--- src/rtl/core/cts_pkg.sv ---
// Shared types, constants and the month length function for the calendar
// time-set editor. Used by rtl/core/calendar_time_set_editor.sv; no dependencies.
package cts_pkg;

	// Field widths.
	localparam int YEAR_W   = 7;
	localparam int MONTH_W  = 4;
	localparam int DAY_W    = 5;
	localparam int HOUR_W   = 5;
	localparam int MINUTE_W = 6;
	localparam int SECOND_W = 6;
	localparam int SEL_W    = 3;
	localparam int KEY_W    = 3;
	localparam int BLINK_W  = 10;

	// Field limits.
	localparam logic [YEAR_W-1:0]   YEAR_MAX   = 7'd99;
	localparam logic [MONTH_W-1:0]  MONTH_MAX  = 4'd12;
	localparam logic [HOUR_W-1:0]   HOUR_MAX   = 5'd23;
	localparam logic [MINUTE_W-1:0] MINUTE_MAX = 6'd59;
	localparam logic [SECOND_W-1:0] SECOND_MAX = 6'd59;
	localparam logic [DAY_W-1:0]    DAY_LONG   = 5'd31;
	localparam logic [DAY_W-1:0]    DAY_SHORT  = 5'd30;
	localparam logic [DAY_W-1:0]    DAY_FEB_LP = 5'd29;
	localparam logic [DAY_W-1:0]    DAY_FEB    = 5'd28;

	// Reset value of the blink half period register.
	localparam logic [BLINK_W-1:0]  BLINK_RESET = 10'd500;

	// Opcodes of an input transaction.
	typedef enum logic {
		OP_TICK = 1'b0,
		OP_KEY  = 1'b1
	} op_t;

	// Key codes; other codes do nothing.
	typedef enum logic [KEY_W-1:0] {
		KEY_NONE = 3'd0,
		KEY_MODE = 3'd1,
		KEY_NEXT = 3'd2,
		KEY_INC  = 3'd3,
		KEY_DEC  = 3'd4
	} key_t;

	// Selected field codes.
	typedef enum logic [SEL_W-1:0] {
		SEL_YEAR   = 3'd0,
		SEL_MONTH  = 3'd1,
		SEL_DAY    = 3'd2,
		SEL_HOUR   = 3'd3,
		SEL_MINUTE = 3'd4,
		SEL_SECOND = 3'd5
	} sel_t;

	// Length of a month; zero means an invalid month, for which no day check applies.
	function automatic logic [DAY_W-1:0] month_limit(input logic [MONTH_W-1:0] m,
			input logic [YEAR_W-1:0] y);
		logic [DAY_W-1:0] lim;
		begin
			case (m) inside
				4'd2: lim = (y[1:0] == 2'b00) ? DAY_FEB_LP : DAY_FEB;
				4'd4, 4'd6, 4'd9, 4'd11: lim = DAY_SHORT;
				[4'd1:4'd12]: lim = DAY_LONG;
				default: lim = '0;
			endcase
			return lim;
		end
	endfunction

endpackage

--- src/rtl/core/calendar_time_set_editor.sv ---
// Calendar time-set editor: holds and edits year, month, day, hour, minute and second.
// Depends on rtl/core/cts_pkg.sv.
//
// The block takes one transaction per clock cycle unless the output stalls and
// gives one result per transaction. A result can be taken whenever the output
// is not stalled. An input register holds the accepted item. The update logic
// sits between it and the held time registers, which also serve as the result
// register. While a result is stalled, one further item is still accepted into
// the input register. Throughput is set by that single input register and the
// single result register.
module calendar_time_set_editor (
	input  logic                          clk,
	input  logic                          arst_n,
	// Configuration port.
	input  logic                          blink_half_period_we,
	input  logic [cts_pkg::BLINK_W-1:0]   blink_half_period,
	// Input channel.
	input  logic                          in_valid,
	output logic                          in_stall,
	input  logic                          opcode,
	input  logic [cts_pkg::KEY_W-1:0]     key,
	input  logic [cts_pkg::YEAR_W-1:0]    rtc_year,
	input  logic [cts_pkg::MONTH_W-1:0]   rtc_month,
	input  logic [cts_pkg::DAY_W-1:0]     rtc_day,
	input  logic [cts_pkg::HOUR_W-1:0]    rtc_hour,
	input  logic [cts_pkg::MINUTE_W-1:0]  rtc_minute,
	input  logic [cts_pkg::SECOND_W-1:0]  rtc_second,
	// Output channel.
	output logic                          out_valid,
	input  logic                          out_stall,
	output logic [cts_pkg::YEAR_W-1:0]    year,
	output logic [cts_pkg::MONTH_W-1:0]   month,
	output logic [cts_pkg::DAY_W-1:0]     day,
	output logic [cts_pkg::HOUR_W-1:0]    hour,
	output logic [cts_pkg::MINUTE_W-1:0]  minute,
	output logic [cts_pkg::SECOND_W-1:0]  second,
	output logic                          set_mode,
	output logic [cts_pkg::SEL_W-1:0]     selected_field,
	output logic                          blink_blank,
	output logic                          commit
);
	import cts_pkg::*;

	// Configuration register.
	logic [BLINK_W-1:0] bhp_q;

	// Input stage.
	logic                valid_s1;
	logic                opcode_s1;
	logic [KEY_W-1:0]    key_s1;
	logic [YEAR_W-1:0]   rtc_year_s1;
	logic [MONTH_W-1:0]  rtc_month_s1;
	logic [DAY_W-1:0]    rtc_day_s1;
	logic [HOUR_W-1:0]   rtc_hour_s1;
	logic [MINUTE_W-1:0] rtc_minute_s1;
	logic [SECOND_W-1:0] rtc_second_s1;

	// Held state, which is also the result.
	logic                out_valid_q;
	logic [YEAR_W-1:0]   year_q;
	logic [MONTH_W-1:0]  month_q;
	logic [DAY_W-1:0]    day_q;
	logic [HOUR_W-1:0]   hour_q;
	logic [MINUTE_W-1:0] minute_q;
	logic [SECOND_W-1:0] second_q;
	logic                mode_q;
	logic [SEL_W-1:0]    sel_q;
	logic                blink_q;
	logic [BLINK_W-1:0]  tick_q;
	logic                commit_q;

	// Next-state values.
	logic                advance;
	logic                accept_in;
	logic [BLINK_W:0]    tick_inc;
	logic [BLINK_W-1:0]  tick_n;
	logic                blink_n;
	logic                mode_n;
	logic [SEL_W-1:0]    sel_n;
	logic                commit_n;
	logic                load;
	logic                is_key;
	logic                do_inc;
	logic                do_dec;

	// Increment path.
	logic [YEAR_W:0]     yi_raw;
	logic [MONTH_W:0]    mi_raw;
	logic [DAY_W:0]      di_raw;
	logic [HOUR_W:0]     hi_raw;
	logic [MINUTE_W:0]   ni_raw;
	logic [SECOND_W:0]   si_raw;
	logic [YEAR_W-1:0]   y_inc;
	logic [MONTH_W-1:0]  m_inc;
	logic [DAY_W-1:0]    d_inc;
	logic [HOUR_W-1:0]   h_inc;
	logic [MINUTE_W-1:0] n_inc;
	logic [SECOND_W-1:0] s_inc;
	logic [DAY_W-1:0]    lim_inc;

	// Decrement path.
	logic [YEAR_W-1:0]   y_dec;
	logic [MONTH_W-1:0]  m_dec;
	logic [DAY_W-1:0]    d_step;
	logic [DAY_W-1:0]    d_dec;
	logic [HOUR_W-1:0]   h_dec;
	logic [MINUTE_W-1:0] n_dec;
	logic [SECOND_W-1:0] s_dec;
	logic [DAY_W-1:0]    lim_dec;

	// Field select decode.
	logic sel_y, sel_m, sel_d, sel_h, sel_n_min, sel_s;

	// Handshake: the input register moves on whenever the result register is free.
	assign advance   = valid_s1 && (!out_valid_q || !out_stall);
	assign in_stall  = valid_s1 && !advance;
	assign accept_in = in_valid && !in_stall;

	// Configuration write.
	always_ff @(posedge clk or negedge arst_n) begin
		if (!arst_n) begin
			bhp_q <= BLINK_RESET;
		end else if (blink_half_period_we) begin
			bhp_q <= blink_half_period;
		end
	end

	// Input register.
	always_ff @(posedge clk or negedge arst_n) begin
		if (!arst_n) begin
			valid_s1 <= 1'b0;
		end else if (accept_in) begin
			valid_s1 <= 1'b1;
		end else if (advance) begin
			valid_s1 <= 1'b0;
		end
	end

	always_ff @(posedge clk) begin
		if (accept_in) begin
			opcode_s1     <= opcode;
			key_s1        <= key;
			rtc_year_s1   <= rtc_year;
			rtc_month_s1  <= rtc_month;
			rtc_day_s1    <= rtc_day;
			rtc_hour_s1   <= rtc_hour;
			rtc_minute_s1 <= rtc_minute;
			rtc_second_s1 <= rtc_second;
		end
	end

	assign sel_y     = (sel_q == SEL_YEAR);
	assign sel_m     = (sel_q == SEL_MONTH);
	assign sel_d     = (sel_q == SEL_DAY);
	assign sel_h     = (sel_q == SEL_HOUR);
	assign sel_n_min = (sel_q == SEL_MINUTE);
	assign sel_s     = !(sel_y || sel_m || sel_d || sel_h || sel_n_min);

	// Increment: step the selected field, then wrap every field that is above range.
	always_comb begin
		yi_raw = {1'b0, year_q}   + {{YEAR_W{1'b0}}, sel_y};
		mi_raw = {1'b0, month_q}  + {{MONTH_W{1'b0}}, sel_m};
		di_raw = {1'b0, day_q}    + {{DAY_W{1'b0}}, sel_d};
		hi_raw = {1'b0, hour_q}   + {{HOUR_W{1'b0}}, sel_h};
		ni_raw = {1'b0, minute_q} + {{MINUTE_W{1'b0}}, sel_n_min};
		si_raw = {1'b0, second_q} + {{SECOND_W{1'b0}}, sel_s};
		y_inc  = (yi_raw > {1'b0, YEAR_MAX})  ? '0 : yi_raw[YEAR_W-1:0];
		m_inc  = (mi_raw > {1'b0, MONTH_MAX}) ? MONTH_W'(1) : mi_raw[MONTH_W-1:0];
		lim_inc = month_limit(m_inc, y_inc);
		d_inc  = ((lim_inc != '0) && (di_raw > {1'b0, lim_inc})) ? DAY_W'(1)
				: di_raw[DAY_W-1:0];
		h_inc  = (hi_raw > {1'b0, HOUR_MAX})   ? '0 : hi_raw[HOUR_W-1:0];
		n_inc  = (ni_raw > {1'b0, MINUTE_MAX}) ? '0 : ni_raw[MINUTE_W-1:0];
		s_inc  = (si_raw > {1'b0, SECOND_MAX}) ? '0 : si_raw[SECOND_W-1:0];
	end

	// Decrement: step the selected field down, wrap below range, clamp short months.
	always_comb begin
		y_dec = (sel_y && (year_q == '0)) ? YEAR_MAX
				: year_q - {{(YEAR_W-1){1'b0}}, sel_y};
		m_dec = (month_q <= {{(MONTH_W-1){1'b0}}, sel_m}) ? MONTH_MAX
				: month_q - {{(MONTH_W-1){1'b0}}, sel_m};
		lim_dec = month_limit(m_dec, y_dec);
		d_step  = day_q - {{(DAY_W-1){1'b0}}, sel_d};
		if (lim_dec == '0) begin
			d_dec = d_step;
		end else if (day_q <= {{(DAY_W-1){1'b0}}, sel_d}) begin
			d_dec = lim_dec;
		end else if ((lim_dec < DAY_LONG) && (d_step > lim_dec)) begin
			d_dec = lim_dec;
		end else begin
			d_dec = d_step;
		end
		h_dec = (sel_h && (hour_q == '0)) ? HOUR_MAX
				: hour_q - {{(HOUR_W-1){1'b0}}, sel_h};
		n_dec = (sel_n_min && (minute_q == '0)) ? MINUTE_MAX
				: minute_q - {{(MINUTE_W-1){1'b0}}, sel_n_min};
		s_dec = (sel_s && (second_q == '0)) ? SECOND_MAX
				: second_q - {{(SECOND_W-1){1'b0}}, sel_s};
	end

	// Control: blink timer, mode toggle, field selection and commit strobe.
	always_comb begin
		is_key   = (opcode_s1 == OP_KEY);
		tick_inc = {1'b0, tick_q} + {{BLINK_W{1'b0}}, 1'b1};
		tick_n   = tick_q;
		blink_n  = blink_q;
		mode_n   = mode_q;
		sel_n    = sel_q;
		commit_n = 1'b0;
		load     = 1'b1;
		if (!is_key) begin
			if (tick_inc >= {1'b0, bhp_q}) begin
				tick_n  = '0;
				blink_n = !blink_q;
			end else begin
				tick_n = tick_inc[BLINK_W-1:0];
			end
		end else if (key_s1 == KEY_MODE) begin
			if (!mode_q) begin
				mode_n = 1'b1;
				sel_n  = SEL_YEAR;
			end else begin
				mode_n   = 1'b0;
				commit_n = 1'b1;
				load     = 1'b0;
			end
		end
		if (is_key && mode_n && (key_s1 == KEY_NEXT)) begin
			sel_n = (sel_q == SEL_SECOND) ? SEL_YEAR : sel_q + SEL_W'(1);
		end
		do_inc = is_key && mode_n && (key_s1 == KEY_INC);
		do_dec = is_key && mode_n && (key_s1 == KEY_DEC);
	end

	// Held state and result register.
	always_ff @(posedge clk or negedge arst_n) begin
		if (!arst_n) begin
			out_valid_q <= 1'b0;
			year_q      <= '0;
			month_q     <= MONTH_W'(1);
			day_q       <= DAY_W'(1);
			hour_q      <= '0;
			minute_q    <= '0;
			second_q    <= '0;
			mode_q      <= 1'b0;
			sel_q       <= SEL_YEAR;
			blink_q     <= 1'b0;
			tick_q      <= '0;
			commit_q    <= 1'b0;
		end else if (advance) begin
			out_valid_q <= 1'b1;
			mode_q      <= mode_n;
			sel_q       <= sel_n;
			blink_q     <= blink_n;
			tick_q      <= tick_n;
			commit_q    <= commit_n;
			if (!mode_n && load) begin
				year_q   <= rtc_year_s1;
				month_q  <= rtc_month_s1;
				day_q    <= rtc_day_s1;
				hour_q   <= rtc_hour_s1;
				minute_q <= rtc_minute_s1;
				second_q <= rtc_second_s1;
			end else if (do_inc) begin
				year_q   <= y_inc;
				month_q  <= m_inc;
				day_q    <= d_inc;
				hour_q   <= h_inc;
				minute_q <= n_inc;
				second_q <= s_inc;
			end else if (do_dec) begin
				year_q   <= y_dec;
				month_q  <= m_dec;
				day_q    <= d_dec;
				hour_q   <= h_dec;
				minute_q <= n_dec;
				second_q <= s_dec;
			end
		end else if (!out_stall) begin
			out_valid_q <= 1'b0;
		end
	end

	assign out_valid      = out_valid_q;
	assign year           = year_q;
	assign month          = month_q;
	assign day            = day_q;
	assign hour           = hour_q;
	assign minute         = minute_q;
	assign second         = second_q;
	assign set_mode       = mode_q;
	assign selected_field = sel_q;
	assign blink_blank    = mode_q && blink_q;
	assign commit         = commit_q;

	// A commit result always leaves the block in show mode.
	a_commit_show: assert property (@(posedge clk) disable iff (!arst_n)
		(out_valid && commit) |-> !set_mode)
		else $error("commit raised while still in set mode");

	// The selection never leaves the six fields.
	a_sel_range: assert property (@(posedge clk) disable iff (!arst_n)
		selected_field <= SEL_SECOND)
		else $error("selected field out of range");

	// The input side is never stalled while the input register is empty.
	a_no_idle_stall: assert property (@(posedge clk) disable iff (!arst_n)
		!valid_s1 |-> !in_stall)
		else $error("input stalled with an empty input register");

	// A stalled result is never dropped.
	a_hold_result: assert property (@(posedge clk) disable iff (!arst_n)
		(out_valid && out_stall) |=> out_valid)
		else $error("stalled result was dropped");

	// After a tick the blink counter stays below a nonzero half period and is zero otherwise.
	a_tick_bound: assert property (@(posedge clk) disable iff (!arst_n)
		(advance && !opcode_s1 && !blink_half_period_we)
		|=> ((tick_q < bhp_q) || (tick_q == '0)))
		else $error("blink counter reached its half period");

endmodule

--- config.mk ---
export PLATFORM = sky130hd
export DESIGN_NAME = calendar_time_set_editor
export DESIGN_NICKNAME = d
export VERILOG_FILES = /design/src/rtl/core/cts_pkg.sv /design/src/rtl/core/calendar_time_set_editor.sv
export SDC_FILE = /design/constraint.sdc
export NUM_CORES = 1
export LEC_CHECK = 0
export BUFFER_PORTS_ARGS = -buffer_cell sky130_fd_sc_hd__buf_4
export CORE_MARGIN = 5
export CORE_UTILIZATION = 50
export CTS_CLUSTER_SIZE = 25
export DETAILED_ROUTE_END_ITERATION = 16
export PLACE_DENSITY = 0.71
export SLEW_MARGIN = 20
export SYNTH_ARGS = -nofsm -noshare
export SYNTH_HDL_FRONTEND = slang
export SYNTH_SLANG_ARGS = --single-unit
--- constraint.sdc ---
create_clock -name clk -period 4.9 [get_ports clk]
set_clock_uncertainty 0.1 [all_clocks]
set_input_delay 0.98 -clock clk [delete_from_list [all_inputs] [get_ports clk]]
set_output_delay 0.98 -clock clk [all_outputs]
set_load 0.01 [all_outputs]
==> flow_metrics.env, run 1 <==
export IMPL_finalSetupViolCount=0
export IMPL_crit_top_cell="ha_1"
export IMPL_cp_start_kind="flop"
export IMPL_die_w_um=126
export IMPL_core_mm2=0.0132
export IMPL_rows=42
export IMPL_finalHoldViolCount=0
export IMPL_drt_pre_antenna_iters=5
export IMPL_multi_input_area_mm2=0.00370
export IMPL_path_clk_slew_ns=0.07
export IMPL_drive_gt1_frac=0.176
export IMPL_area_delta_synth_final_pct=17.1
export IMPL_slew_violations=0
export IMPL_num_vias=6112
export IMPL_antenna_found_initial=0
export IMPL_cts_root_buf="clkbuf_16"
export IMPL_ctsLongestPathBuffers=2
export IMPL_antenna_diode_count=0
export IMPL_worst_pin_slew_ns=0.997
export IMPL_drt_wirelength_per_cell_um=18.1
export IMPL_ys_warn_count=0
export IMPL_min_period_over_period=0.941
export IMPL_slowest_stage="or4b_1"
export IMPL_ys_ff_latch=98
export IMPL_p_sw_frac=0.440
export IMPL_critPathMaxFanout=12
export IMPL_power_mw=4.37
export IMPL_ant_nets=0
export IMPL_avgSynthCellArea_um2=8.86
export IMPL_syn_num_nets=853
export IMPL_powerDensity_mw_per_mm2=557
export IMPL_vdd_drop_max_mv=0.240
export IMPL_max_freq_mhz=217
export IMPL_clkLatencyLatePin_ns=0.36
export IMPL_gr_usage_all_layers=0.229
export IMPL_fillers=1136
export IMPL_htree_levels=3
export IMPL_syn_inst=756
export IMPL_io_pins=93
export IMPL_maxCapViolCount=0
export IMPL_cts_sinks=98
export IMPL_final_common_cell="buf_4"
export IMPL_status="complete, no violations"
export IMPL_setup_tns_ns=0
export IMPL_hpwl_mm=12.7
export IMPL_hold_path_class="flop to flop"
export IMPL_power_internal_mw=2.45
export IMPL_synthFlopType="dfrtp_1"
export IMPL_endpoint_kind="flop"
export IMPL_wl_mm=18.2
export IMPL_slew_headroom=0.333
export IMPL_seq_area_frac_synth=0.395
export IMPL_path_class="flop to flop"
export IMPL_portBuffers=92
export IMPL_mostFrequentLayoutCells="105 x buf_4, 86 x nand2_1, 69 x o21ai_0"
export IMPL_min_period_ns=4.61
export IMPL_grt_pass1_wl_mm=29.8
export IMPL_grt_ovfl_total=0
export IMPL_synthArstFlopShare=0.622
export IMPL_cp_slowest_stage_delay_ns=0.65
export IMPL_nNetsFinal=923
export IMPL_drc=0
export IMPL_synth_edf_count=37
export IMPL_synth_xor_area_share=0.0432
export IMPL_grt_pass1_vias=5835
export IMPL_synthAdderAreaFrac=0.0856
export IMPL_postCtsHoldBufs=0
export IMPL_yosys_mux_area_fraction=0.00336
export IMPL_cts_buffers=9
export IMPL_worst_ep_arrival_time_ns=4.77
export IMPL_seq_power_share=0.320
export IMPL_dieArea_mm2=0.0158
export IMPL_rrSetupSlack_ns=0.29
export IMPL_place_congestion=0.906
export IMPL_cp_cell_sequence="or4b_1, inv_1, ha_1, nor2_1, nor4b_1, o31a_1, or2_2, nand2b_1, ha_1, a21oi_1, o21ai_0, a31oi_1, nor4_4, a21oi_2, o41ai_2"
export IMPL_pwr_share_clk=0.186
export IMPL_cp_required_ns=5.06
export IMPL_grt_max_degree=62
export IMPL_die_y_um=126
export IMPL_routed_via_density=6.07
export IMPL_rsz0062_at_grt="false"
export IMPL_comb_power_share=0.494
export IMPL_synth_cell_types=73
export IMPL_synth_top_family_by_area="compound AO/OA/AOI/OAI gates"
export IMPL_static_leakage_power_nw=3.37
export IMPL_seq_area_mm2=0.00265
export IMPL_drtIter0Drc=663
export IMPL_syn_area_mm2=0.00670
export IMPL_cts_tree="built"
export IMPL_yosys_area_share_simple=0.200
export IMPL_p_switching_mw=1.92
export IMPL_start_util=0.508
export IMPL_synth_compound_area_frac=0.216
## through the flow
stage | cell area (µm²) | utilization | worst slack, ns | hold slack (ns) | cells
after floorplan | 6700 | - | 0.845 | 0.338 | 756
after global placement | 7480 | 0.567 | 0.563 | 0.354 | 989
after detailed placement | 7480 | 0.567 | 0.385 | 0.357 | 989
after CTS | 7820 | 0.593 | 0.348 | 0.370 | 1005
after global routing | 7840 | 0.594 | 0.0252 | 0.393 | 1007
final | 7840 | 0.594 | 0.290 | 0.372 | 1007
## worst max-delay path: cells and delay by family, from the launching register on
kind                       cells  cell delay, ns
and+or+nand+nor                6            1.93
DFF                            1            0.51
buffers and inverters          1            0.10
AOI/OAI and AO/OA              6            1.18
adders and majority gates      2            0.69
## state kept, by name (all words and copies together), names as in the netlist
signal          count
rtc_day_s1          5
tick_q             10
valid_s1            1
minute              6
commit              1
rtc_hour_s1         5
month               4
rtc_year_s1         7
bhp_q              10
rtc_minute_s1       6
set_mode            1
rtc_month_s1        4
key_s1              3
day                 5
out_valid           1
year                7
selected_field      3
rtc_second_s1       6
blink_q             1
hour                5
is_key              1
second              6
## path summary, 6_finish.rpt
path	end	cells after the start	start
min reg2reg	blink_q$_DFFE_PN0P_	1	blink_q$_DFFE_PN0P_
max	day[0]$_DFFE_PN1P_	15	selected_field[2]$_DFFE_PN0P_
min	blink_q$_DFFE_PN0P_	1	blink_q$_DFFE_PN0P_
max reg2reg	day[0]$_DFFE_PN1P_	15	selected_field[2]$_DFFE_PN0P_
min in group asynchronous	bhp_q[9]$_DFFE_PN0P_	1	arst_n
max in group asynchronous	second[1]$_DFFE_PN0P_	1	arst_n
## cell type report
cell class | instances | area share
Clock buffer | 11 | 0.0324
Timing Repair Buffer | 105 | 0.101
Sequential cell | 98 | 0.338
Inverter | 40 | 0.0192
Multi-Input combinational cell | 572 | 0.471
Tap cell | 176 | 0.0281
Clock inverter | 5 | 0.0107
## synthesized netlist by cell type, drive strengths merged, types with 4 or more instances
cell type | count | area, µm²
a21o | 7 | 52.6
a211oi | 14 | 105
and2 | 9 | 56.3
ha | 45 | 563
nand3 | 34 | 170
a21boi | 4 | 30.0
edfxtp | 37 | 1110
nand4 | 7 | 43.8
xnor2 | 14 | 123
nor2b | 8 | 50.1
nor3 | 22 | 110
a31oi | 10 | 62.6
nor2 | 46 | 173
nand2 | 86 | 323
nor4 | 6 | 52.6
o22ai | 10 | 62.6
clkbuf | 31 | 126
o31ai | 10 | 75.1
dfstp | 8 | 210
a21oi | 50 | 265
a221oi | 5 | 43.8
and3 | 10 | 62.6
nand2b | 10 | 62.6
o21ai | 70 | 350
buf | 15 | 98.8
inv | 40 | 150
xor2 | 19 | 166
dfrtp | 53 | 1330
o221ai | 7 | 61.3
nand3b | 5 | 37.5
o211ai | 5 | 37.5
## layer usage
metal  part of all wire  global-route usage
met3              0.085              0.0487
met4              0.013              0.0472
met1               0.44               0.320
met2               0.47               0.369
met5                  0                   0
## kinds of logic (layout without fill, tap and decap cells)
| group | after synthesis | in the layout |
|---|---|---|
| multiplexers | 2 | 2 |
| XOR/XNOR | 33 | 33 |
| flip-flops | 98 | 98 |
| buffers and inverters | 86 | 161 |
| AND/OR/NAND/NOR | 266 | 266 |
| AO/OA/AOI/OAI | 225 | 225 |
| adder cells (fa/ha/maj) | 46 | 46 |
## power by group through the flow
stage,logic [mW],registers (mW),clock network (mW)
after floorplan,1.53,1.29,0
after global placement,2.04,1.39,0
after detailed placement,2.11,1.40,0
after CTS,2.13,1.39,0.824
after global routing,2.40,1.43,0.861
final,2.16,1.40,0.811
## timing repair
| item | 4_1_cts | 5_1_grt |
|---|---|---|
| gates resized for setup | 0 | 1 |
| endpoints found under the setup margin | 0 | 1 |
| buffers inserted | 0 | 2 |
Power figures use the tool's default switching activity.
==> run 2, diff against run 1 <==
--- a/config.mk
+++ b/config.mk
@@ -11,7 +11,9 @@
 export CTS_CLUSTER_SIZE = 25
 export DETAILED_ROUTE_END_ITERATION = 16
 export PLACE_DENSITY = 0.71
+export REMOVE_ABC_BUFFERS = 1
 export SLEW_MARGIN = 20
 export SYNTH_ARGS = -nofsm -noshare
 export SYNTH_HDL_FRONTEND = slang
 export SYNTH_SLANG_ARGS = --single-unit
+export TNS_END_PERCENT = 100
==> flow_metrics.env, run 2 (synthesis gave the netlist of run 1 again) <==
export IMPL_static_leakage_power_nw=3.33
export IMPL_drtIter0Drc=380
export IMPL_slew_headroom=0.329
export IMPL_antenna_found_initial=0
export IMPL_path_clk_slew_ns=0.08
export IMPL_fin_cells=1003
export IMPL_start_util=0.508
export IMPL_grt_pass1_wl_mm=29.3
export IMPL_rows=42
export IMPL_hpwl_mm=12.5
export IMPL_finalHoldViolCount=0
export IMPL_place_inst=987
export IMPL_place_ws_ns=0.414
export IMPL_cts_buffers=9
export IMPL_core_mm2=0.0132
export IMPL_routed_top_layer="met4"
export IMPL_final_common_cell="buf_4"
export IMPL_area_delta_synth_final_pct=16.1
export IMPL_num_vias=6082
export IMPL_powerDensity_mw_per_mm2=546
export IMPL_hold_path_class="flop to flop"
export IMPL_post_cts_resize_count=0
export IMPL_htree_levels=3
export IMPL_ant_nets=0
export IMPL_worst_ep_arrival_time_ns=4.71
export IMPL_mostFrequentLayoutCells="101 x buf_4, 86 x nand2_1, 69 x o21ai_0"
export IMPL_worst_pin_slew_ns=1.01
export IMPL_wl_mm=17.8
export IMPL_setup_ws_ns=0.338
export IMPL_place_congestion=0.890
export IMPL_wl_met2_mm=8.46
export IMPL_dr_wl_met3_mm=1.22
export IMPL_cts_tree="built"
export IMPL_grt_ovfl_total=0
export IMPL_die_y_um=126
export IMPL_post_cts_buffers=0
export IMPL_drt_wirelength_per_cell_um=17.7
export IMPL_clkLatencyLatePin_ns=0.36
export IMPL_cp_required_ns=5.05
export IMPL_rsz0062_at_grt="false"
export IMPL_power_internal_mw=2.35
export IMPL_postCtsHoldBufs=0
export IMPL_power_mw=4.24
export IMPL_die_w_um=126
export IMPL_drc=0
export IMPL_vdd_drop_max_mv=0.349
export IMPL_routed_via_density=6.06
export IMPL_dieArea_mm2=0.0158
export IMPL_path_class="flop to flop"
export IMPL_pwr_share_clk=0.173
export IMPL_grt_pass1_vias=5994
export IMPL_cp_start_kind="flop"
export IMPL_setup_tns_ns=0
export IMPL_cts_root_buf="clkbuf_16"
export IMPL_endpoint_kind="flop"
export IMPL_maxCapViolCount=0
export IMPL_p_sw_frac=0.445
export IMPL_nNetsFinal=919
export IMPL_slew_violations=0
export IMPL_min_period_ns=4.56
export IMPL_critPathMaxFanout=12
export IMPL_m1WireLength_mm=7.57
export IMPL_cts_sinks=98
export IMPL_drt_pre_antenna_iters=5
export IMPL_seq_power_share=0.340
export IMPL_gr_usage_all_layers=0.225
export IMPL_p_switching_mw=1.89
export IMPL_min_period_over_period=0.931
export IMPL_comb_power_share=0.487
export IMPL_ctsLongestPathBuffers=2
export IMPL_antenna_diode_count=0
export IMPL_finalSetupViolCount=0
export IMPL_max_freq_mhz=219
export IMPL_drive_gt1_frac=0.172
export IMPL_reg_top3="bhp_q x10, tick_q x10"
export IMPL_finalHoldWorstSlack_ns=0.380
export IMPL_grt_max_degree=62
export IMPL_io_pins=93
export IMPL_portBuffers=92
export IMPL_status="complete, no violations"
==> run 2: cell type report <==
type                    count  area, µm²
well taps                 176        220
multi-input cells         572       3690
repair buffers            101        758
clock inverters             6       65.1
fillers                  1176       5420
clock buffers              10        239
flip-flops and latches     98       2650
inverters                  40        150
==> run 2: critical path, stage by stage (launching register included) <==
cell and delay (ns):
dfrtp_1 0.49, or4b_1 0.65, inv_1 0.09, ha_1 0.36, nor2_1 0.12, nor4b_1 0.18, o31a_1 0.33, or2_2 0.36
nand2b_1 0.17, ha_1 0.31, a21oi_1 0.07, o21ai_0 0.17, a31oi_1 0.22, nor4_4 0.43, a21oi_2 0.11, o41ai_2 0.30
==> run 2: path summary, 6_finish.rpt <==
kind / cells past startpoint / startpoint / slack [ns] / endpoint
setup / recovery: 15 / selected_field[1]$_DFFE_PN0P_ / 0.34 / day[0]$_DFFE_PN1P_
hold / removal: 1 / blink_q$_DFFE_PN0P_ / 0.38 / blink_q$_DFFE_PN0P_
setup reg to reg: 15 / selected_field[1]$_DFFE_PN0P_ / 0.34 / day[0]$_DFFE_PN1P_
hold reg to reg: 1 / blink_q$_DFFE_PN0P_ / 0.38 / blink_q$_DFFE_PN0P_
max in group asynchronous: 1 / arst_n / 3.54 / hour[4]$_DFFE_PN0P_
min in group asynchronous: 1 / arst_n / 0.63 / month[1]$_DFFE_PN0P_
==> run 2: power by group through the flow <==
stage / combinational, mW / sequential, mW / clock, mW
final: 2.07 / 1.44 / 0.733
after global routing: 2.30 / 1.48 / 0.784
after CTS: 2.06 / 1.43 / 0.753
after detailed placement: 2.05 / 1.44 / 0
after global placement: 1.96 / 1.43 / 0
after floorplan: 1.30 / 1.42 / 0
==> run 2: per-layer routing <==
layer	up-vias	GRT usage
li1	2915	-
met1	2902	0.288
met2	226	0.370
met3	39	0.0559
met4	0	0.0874
met5	-	0
==> run 2: per-stage QoR <==
step,instance area (µm²),utilization
finish,7770,0.589
global route,7770,0.589
CTS,7770,0.589
detailed placement,7470,0.566
global placement,7470,0.566
floorplan,6470,-
==> run 3, diff against run 2 <==
--- a/config.mk
+++ b/config.mk
@@ -5,6 +5,7 @@
 export SDC_FILE = /design/constraint.sdc
 export NUM_CORES = 1
 export LEC_CHECK = 0
+export ABC_AREA = 1
 export BUFFER_PORTS_ARGS = -buffer_cell sky130_fd_sc_hd__buf_4
 export CORE_MARGIN = 5
 export CORE_UTILIZATION = 50
==> flow_metrics.env, run 3 <==
export IMPL_hpwl_mm=11.9
export IMPL_rr_endpoint="day[3]$_DFFE_PN0P_"
export IMPL_mostFrequentLayoutCells="117 x nand2_1, 112 x inv_1, 96 x buf_4"
export IMPL_rows=41
export IMPL_met1_usage=0.293
export IMPL_dieArea_mm2=0.0149
export IMPL_place_inst=1014
export IMPL_vdd_drop_max_mv=0.319
export IMPL_ys_ff_latch=98
export IMPL_yosysMostFrequentCell="nand2_1"
export IMPL_min_to="out_valid$_DFFE_PN0P_"
export IMPL_grt_pass1_wl_mm=27.0
export IMPL_die_y_um=122
export IMPL_fin_cells=1030
export IMPL_power_mw=4.55
export IMPL_area_delta_synth_final_pct=18.2
export IMPL_max_freq_mhz=241
export IMPL_routed_via_density=5.50
export IMPL_setup_tns_ns=0
export IMPL_p_sw_frac=0.456
export IMPL_die_w_um=122
export IMPL_drtIter0Drc=441
export IMPL_hold_path_class="flop to flop"
export IMPL_seq_area_mm2=0.00265
export IMPL_nNetsFinal=950
export IMPL_power_internal_mw=2.47
export IMPL_min_period_over_period=0.846
export IMPL_hold_start="valid_s1$_DFFE_PN0P_"
export IMPL_antenna_diode_count=0
export IMPL_drt_wirelength_per_cell_um=15.9
export IMPL_reg2reg_depth=25
export IMPL_ys_warn_count=0
export IMPL_rsz0062_at_grt="false"
export IMPL_start_util=0.505
export IMPL_powerDensity_mw_per_mm2=611
export IMPL_grt_pass1_vias=5668
export IMPL_grt_util_met2=0.382
export IMPL_seq_power_share=0.305
export IMPL_finalHoldWorstSlack_ns=0.383
export IMPL_cts_root_buf="clkbuf_16"
export IMPL_gr_usage_all_layers=0.227
export IMPL_antenna_found_initial=0
export IMPL_synth_common_cells="117 x nand2_1, 112 x inv_1, 70 x o21ai_0, 69 x nand3_1, 62 x nor2_1"
export IMPL_seq_area_frac_synth=0.420
export IMPL_postCtsHoldBufs=0
export IMPL_holdPathStages=2
export IMPL_use_met3=0.0493
export IMPL_slew_violations=0
export IMPL_comb_power_share=0.523
export IMPL_cts_buffers=9
export IMPL_synth_top_area_share=0.211
export IMPL_core_mm2=0.0125
export IMPL_post_cts_buffers=0
export IMPL_pwr_share_clk=0.171
export IMPL_p_switching_mw=2.08
export IMPL_endpoint_kind="flop"
export IMPL_finalHoldViolCount=0
export IMPL_ant_nets=0
export IMPL_worst_pin_slew_ns=0.882
export IMPL_final_common_cell="nand2_1"
export IMPL_syn_area_mm2=0.00630
export IMPL_place_congestion=0.981
export IMPL_post_route_util=0.597
export IMPL_syn_inst=771
export IMPL_portBuffers=92
export IMPL_cts_tree="built"
export IMPL_path_class="flop to flop"
export IMPL_yosysTopAreaCell="dfrtp_1"
export IMPL_synth_area_leaders="dfrtp_1 21%, edfxtp_1 18%, ha_1 8.9%"
export IMPL_post_cts_resize_count=0
export IMPL_num_vias=5664
export IMPL_cts_sinks=98
export IMPL_synth_cell_types=47
export IMPL_reg_top3="bhp_q x10, tick_q x10"
export IMPL_cp_start_kind="flop"
export IMPL_clkLatencyLatePin_ns=0.35
export IMPL_finalSetupViolCount=0
export IMPL_critPathMaxFanout=10
export IMPL_status="complete, no violations"
export IMPL_min_period_ns=4.15
export IMPL_slew_headroom=0.411
export IMPL_io_pins=93
export IMPL_rrSetupSlack_ns=0.75
export IMPL_static_leakage_power_nw=3.57
export IMPL_cp_required_ns=5.07
export IMPL_reg2reg_from="selected_field[0]$_DFFE_PN0P_"
export IMPL_path_clk_slew_ns=0.07
export IMPL_avgSynthCellArea_um2=8.17
export IMPL_worst_ep_arrival_time_ns=4.31
export IMPL_htree_levels=3
export IMPL_ctsLongestPathBuffers=2
export IMPL_grt_ovfl_total=0
export IMPL_drive_gt1_frac=0.164
export IMPL_top_usage_layer="met2"
export IMPL_synthArstFlopShare=0.622
export IMPL_fillers=1120
export IMPL_synthFlopType="dfrtp_1"
export IMPL_multi_input_area_mm2=0.00309
export IMPL_maxCapViolCount=0
export IMPL_drc=0
export IMPL_drt_pre_antenna_iters=7
export IMPL_grt_max_degree=62
export IMPL_wl_mm=16.4
export IMPL_synth_edf_count=37
## run 3: cell types whose count changed after synthesis, sizes merged, moves of 10 or more
cell and delta:
inv +78, nand3 +37, nand2 +35, a21oi -17, nor2 +17, clkbuf -14, xor2 +11, a211oi -10
and3 -10, nand2b -10
## run 3: worst max-delay path, stage by stage (launching register included)
cell and delay (ns):
dfrtp_1 0.49, nor2_1 0.16, inv_1 0.09, nor2_1 0.21, ha_1 0.24, ha_1 0.19, nand3_1 0.12, nor3_1 0.22
xor2_1 0.26, o211ai_1 0.16, nand2_1 0.12, inv_1 0.06, nand2_1 0.09, nand2_1 0.07, o21ai_1 0.13, ha_1 0.16
nor2_1 0.04, o21ai_0 0.14, a21oi_1 0.09, o22ai_1 0.12, inv_1 0.05, o21ai_0 0.32, inv_1 0.09, o21ai_0 0.16
nand3_1 0.09, o21ai_1 0.07
## run 3: how the worst max path moves through the flow
stage	depth (start not counted)	to	startpoint
after CTS	25	day[3]$_DFFE_PN0P_	selected_field[0]$_DFFE_PN0P_
after floorplan	15	month[1]$_DFFE_PN0P_	key_s1[1]$_DFFE_PP_
final	25	day[3]$_DFFE_PN0P_	selected_field[0]$_DFFE_PN0P_
after detailed placement	25	day[3]$_DFFE_PN0P_	selected_field[0]$_DFFE_PN0P_
after global placement	25	day[3]$_DFFE_PN0P_	selected_field[0]$_DFFE_PN0P_
after global routing	25	day[4]$_DFFE_PN0P_	selected_field[0]$_DFFE_PN0P_
## run 3: logic make-up after synthesis
group | Yosys count | synth area share
and+or+nand+nor | 290 | 0.204
AOI/OAI and AO/OA | 158 | 0.146
buffers and inverters | 144 | 0.0898
DFF | 98 | 0.420
adders and majority gates | 45 | 0.0894
xor gates and xnor gates | 35 | 0.0487
muxes | 1 | 0.00179
## run 3: metal layers
| metal | up-vias | wire length [µm] |
|---|---|---|
| li1 | 2777 | - |
| met1 | 2652 | 6910 |
| met2 | 205 | 8060 |
| met3 | 30 | 1140 |
| met4 | 0 | 269 |
| met5 | - | 0 |
## run 3: per-stage QoR
step,worst slack (ns),cell area [µm²]
floorplan,1.20,6180
global placement,1.12,7110
detailed placement,0.852,7110
CTS,0.846,7440
global route,0.361,7450
finish,0.755,7450
## run 3: cell type report
cell class | instances | area share
multi-input combinational | 529 | 0.415
sequential | 98 | 0.356
timing repair buffer | 96 | 0.0968
inverter | 119 | 0.0600
clock buffer | 10 | 0.0321
tap | 172 | 0.0289
clock inverter | 6 | 0.0121
## run 3: power groups by stage
stage          Sequential [mW]  Combinational (mW)  Clock [mW]
2_1_floorplan             1.39                1.54           0
3_3_place_gp              1.39                2.27           0
3_5_place_dp              1.40                2.36           0
4_1_cts                   1.38                2.37       0.793
5_1_grt                   1.43                2.71       0.829
6_report                  1.39                2.38       0.778
